File: src/rtl/core/sil_pkg.sv
// sorted id list union: shared types, codes and default sizes
// used by sil_cmp and the top level under rtl/core; depends on nothing
package sil_pkg;

   localparam int DEF_LISTS      = 8;
   localparam int DEF_LIST_DEPTH = 256;

   localparam int ID_W       = 64;
   localparam int OP_W       = 2;
   localparam int IX_W       = 3;
   localparam int REQ_USER_W = OP_W + IX_W;
   localparam int RSP_USER_W = 2;

   localparam logic [OP_W-1:0] OP_CLEAR  = 2'd0;
   localparam logic [OP_W-1:0] OP_APPEND = 2'd1;
   localparam logic [OP_W-1:0] OP_NEXT   = 2'd2;
   localparam logic [OP_W-1:0] OP_SKIP   = 2'd3;

   localparam logic [1:0] MODE_NONE = 2'd0;
   localparam logic [1:0] MODE_LT   = 2'd1;
   localparam logic [1:0] MODE_LE   = 2'd2;

   typedef struct packed {
      logic lt;
      logic eq;
   } cmp_res_type;

endpackage

File: src/rtl/core/sil_cmp.sv
// shared 64-bit magnitude comparator used by the sequencer
// depends on sil_pkg
module sil_cmp import sil_pkg::*; (
   input  logic [ID_W-1:0] a,
   input  logic [ID_W-1:0] b,
   output cmp_res_type     res
);

   assign res.lt = (a < b);
   assign res.eq = (a == b);

endmodule

File: config.mk
export PLATFORM = sky130hd
export DESIGN_NAME = sil_cmp
export DESIGN_NICKNAME = d
export VERILOG_FILES = /design/src/rtl/core/sil_pkg.sv /design/src/rtl/core/sil_cmp.sv
export SDC_FILE = /design/constraint.sdc
export NUM_CORES = 1
export LEC_CHECK = 0
export ABC_AREA = 1
export BUFFER_PORTS_ARGS = -buffer_cell sky130_fd_sc_hd__buf_2
export CORE_MARGIN = 4
export CORE_UTILIZATION = 43
export DETAILED_ROUTE_END_ITERATION = 8
export PLACE_DENSITY = 0.92
export SYNTH_ARGS = -nofsm -noshare
export SYNTH_HDL_FRONTEND = slang
export SYNTH_SLANG_ARGS = --single-unit
File: constraint.sdc
create_clock -name vclk -period 1.2
set_input_delay 0 -clock vclk [all_inputs]
set_output_delay 0 -clock vclk [all_outputs]
set_load 0.02 [all_outputs]
==> flow_summary.json <==
{
  "antenna_cells": 0,
  "first_global_vias": 2356,
  "synthesis.area_mm2": 0.00172,
  "worstMarginPinSlew_ns": 0.286,
  "ant_nets": 0,
  "gr-total-overflow": 0,
  "synthCells": 278,
  "p_total_mw": 1.05,
  "core_mm2": 0.00377,
  "hpwl_um": 4680,
  "path_cells": "buf_6 -> inv_4 -> ha_4 -> nand2_2 -> nand2_1 -> nand2_1 -> nand2_1 -> nand2_1 -> nand3_2 -> a21oi_2 -> nand2_1 -> a21oi_2 -> buf_6",
  "ys_types": 17,
  "slew_headroom": 0.808,
  "maxSlewViolCount": 0,
  "post-route-util": 0.796,
  "cpPeakStageDelay_ns": 0.19,
  "p_leak_nw": 1.76,
  "initial_core_util": 0.457,
  "hold_slack_ns": 0.573,
  "crit_start": "b[17]",
  "violations": "setup timing",
  "arrival_ns": 1.34,
  "die_h_um": 71.3,
  "area_growth_pct": 74.4,
  "outcome": "finished with violations",
  "pre_cts_ws_ns": -0.116,
  "seqPwrFrac": 0,
  "synth_top_area_share": 0.465,
  "seqCellArea_um2": 0,
  "critPathCaptureType": "output port",
  "setup_viol": 2,
  "path_common_cell": "nand2_1",
  "synth_area_per_cell_um2": 6.19,
  "io_pins": 130,
  "layout.nets": 607,
  "synth_area_leaders": "ha_1 (47%), inv_1 (17%), nand2_1 (14%)",
  "syn-num-nets": 470,
  "drt_iter0_markers": 61,
  "viasPerCell": 4.97,
  "wire_per_inst_um": 14.0,
  "timing_hold_violations_final": 0,
  "gp_congestion": 0.807,
  "placementRows": 22,
  "combinationalPowerShare": 1.000,
  "vias": 2292,
  "grt_max_degree": 4,
  "fin_ws_ns": -0.139,
  "antenna_found_initial": 0,
  "criticalPathCategory": "primary input to output port",
  "maxCapViolations": 0,
  "cts_hold_buf": 0,
  "cp-start-kind": "primary input",
  "fmax_mhz": 747,
  "period_share": 1.12,
  "required_ns": 1.20,
  "period_needed_ns": 1.34,
  "internal_power_mw": 0.535,
  "n_clock_buffer": 0,
  "hp-class": "primary input to output port",
  "ir_worst_vdd_v": 0.000196,
  "power.share.clock": 0,
  "flops_and_latches": 0,
  "p_sw_frac": 0.489,
  "cpMaxStageDelayCell": "ha_4",
  "power.density_mw_per_mm2": 348,
  "postLayoutCellArea_mm2": 0.00300,
  "wl_um": 6450,
  "drtPass1Iterations": 4,
  "rsz0062_at_grt": "yes",
  "yosysWarnings": 0,
  "hold_start": "a[63]",
  "die_x_um": 71.3,
  "grt_pass1_wl_um": 8890,
  "ys_seq_area_frac": 0,
  "route.detailed.drc": 0,
  "synth_top_area_cell": "ha_1",
  "grt_usage": 0.208,
  "port_buffers": 130,
  "switchingPower_mw": 0.511,
  "path_max_fanout": 2,
  "die-area_mm2": 0.00508,
  "drive_above_1_share": 0.521,
  "place_area_mm2": 0.00246
}
## power groups by stage
stage | clock (mW) | combinational (mW) | sequential (mW)
2_1_floorplan | 0 | 0.414 | 0
3_3_place_gp | 0 | 0.705 | 0
3_5_place_dp | 0 | 0.748 | 0
4_1_cts | 0 | 0.887 | 0
5_1_grt | 0 | 1.16 | 0
6_report | 0 | 1.05 | 0
## final cells by class
cell class | count | area, um^2
Fill cell | 256 | 768
Inverter | 77 | 297
Multi-Input combinational cell | 201 | 1890
Tap cell | 48 | 60.1
Timing Repair Buffer | 135 | 753
## path summary, 6_finish.rpt
kind | end | slack, ns | cells after the start
worst max-delay path | res[1] | -0.14 | 13
worst min-delay path | res[1] | 0.57 | 8
## per-layer routing
metal | track usage | part of all wire
met1 | 0.199 | 0.34
met2 | 0.445 | 0.55
met3 | 0.0337 | 0.084
met4 | 0.0459 | 0.027
met5 | 0 | 0
## layout by cell type (no fill, tap or decap)
cell type / n
a21o_1: 1
a21oi_1: 16
a21oi_2: 12
buf_2: 119
buf_4: 6
buf_6: 10
ha_1: 37
ha_4: 27
inv_1: 62
inv_2: 12
inv_4: 3
nand2_1: 52
nand2_2: 13
nand2_4: 2
nand3_1: 3
nand3_2: 1
nand4_1: 4
nor2_1: 13
nor2_2: 3
nor2_4: 1
nor3_1: 1
nor3_2: 4
nor4_2: 1
nor4_4: 1
o21a_1: 2
o21ai_1: 5
o21bai_1: 2
## cells in the mapped netlist, types with 2 or more instances
master	n
a21oi_1	28
nand2_1	65
o21ai_1	4
nand3_1	4
o21bai_1	2
nand2_2	2
inv_1	77
nor2_1	17
ha_1	64
nand4_1	4
nor3_1	4
o21a_1	2
## critical path: cells and delay by family
kind | cells | cell delay, ns
fa+ha+maj | 1 | 0.19
compound gates | 2 | 0.32
simple gates | 7 | 0.54
buf+inv | 3 | 0.29
## through the flow
stage          cells  TNS, ns
4_1_cts          460  -0.0672
3_3_place_gp     460   -0.187
6_report         461   -0.209
5_1_grt          461   -0.354
2_1_floorplan    278        0
3_5_place_dp     460   -0.229
## timing repair
item                                    CTS  global route
hold endpoints to repair                  0             0
endpoints found under the setup margin    2             2
gates resized for setup                  54            40
pin swaps                                22            19
buffers inserted                          0             1
## kinds of logic after synthesis
kind of cell    after synthesis  synth area share
simple gates                 99             0.249
buf+inv                      77             0.168
fa+ha+maj                    64             0.465
compound gates               38             0.118
No activity file was read; power rests on OpenSTA's default activity.
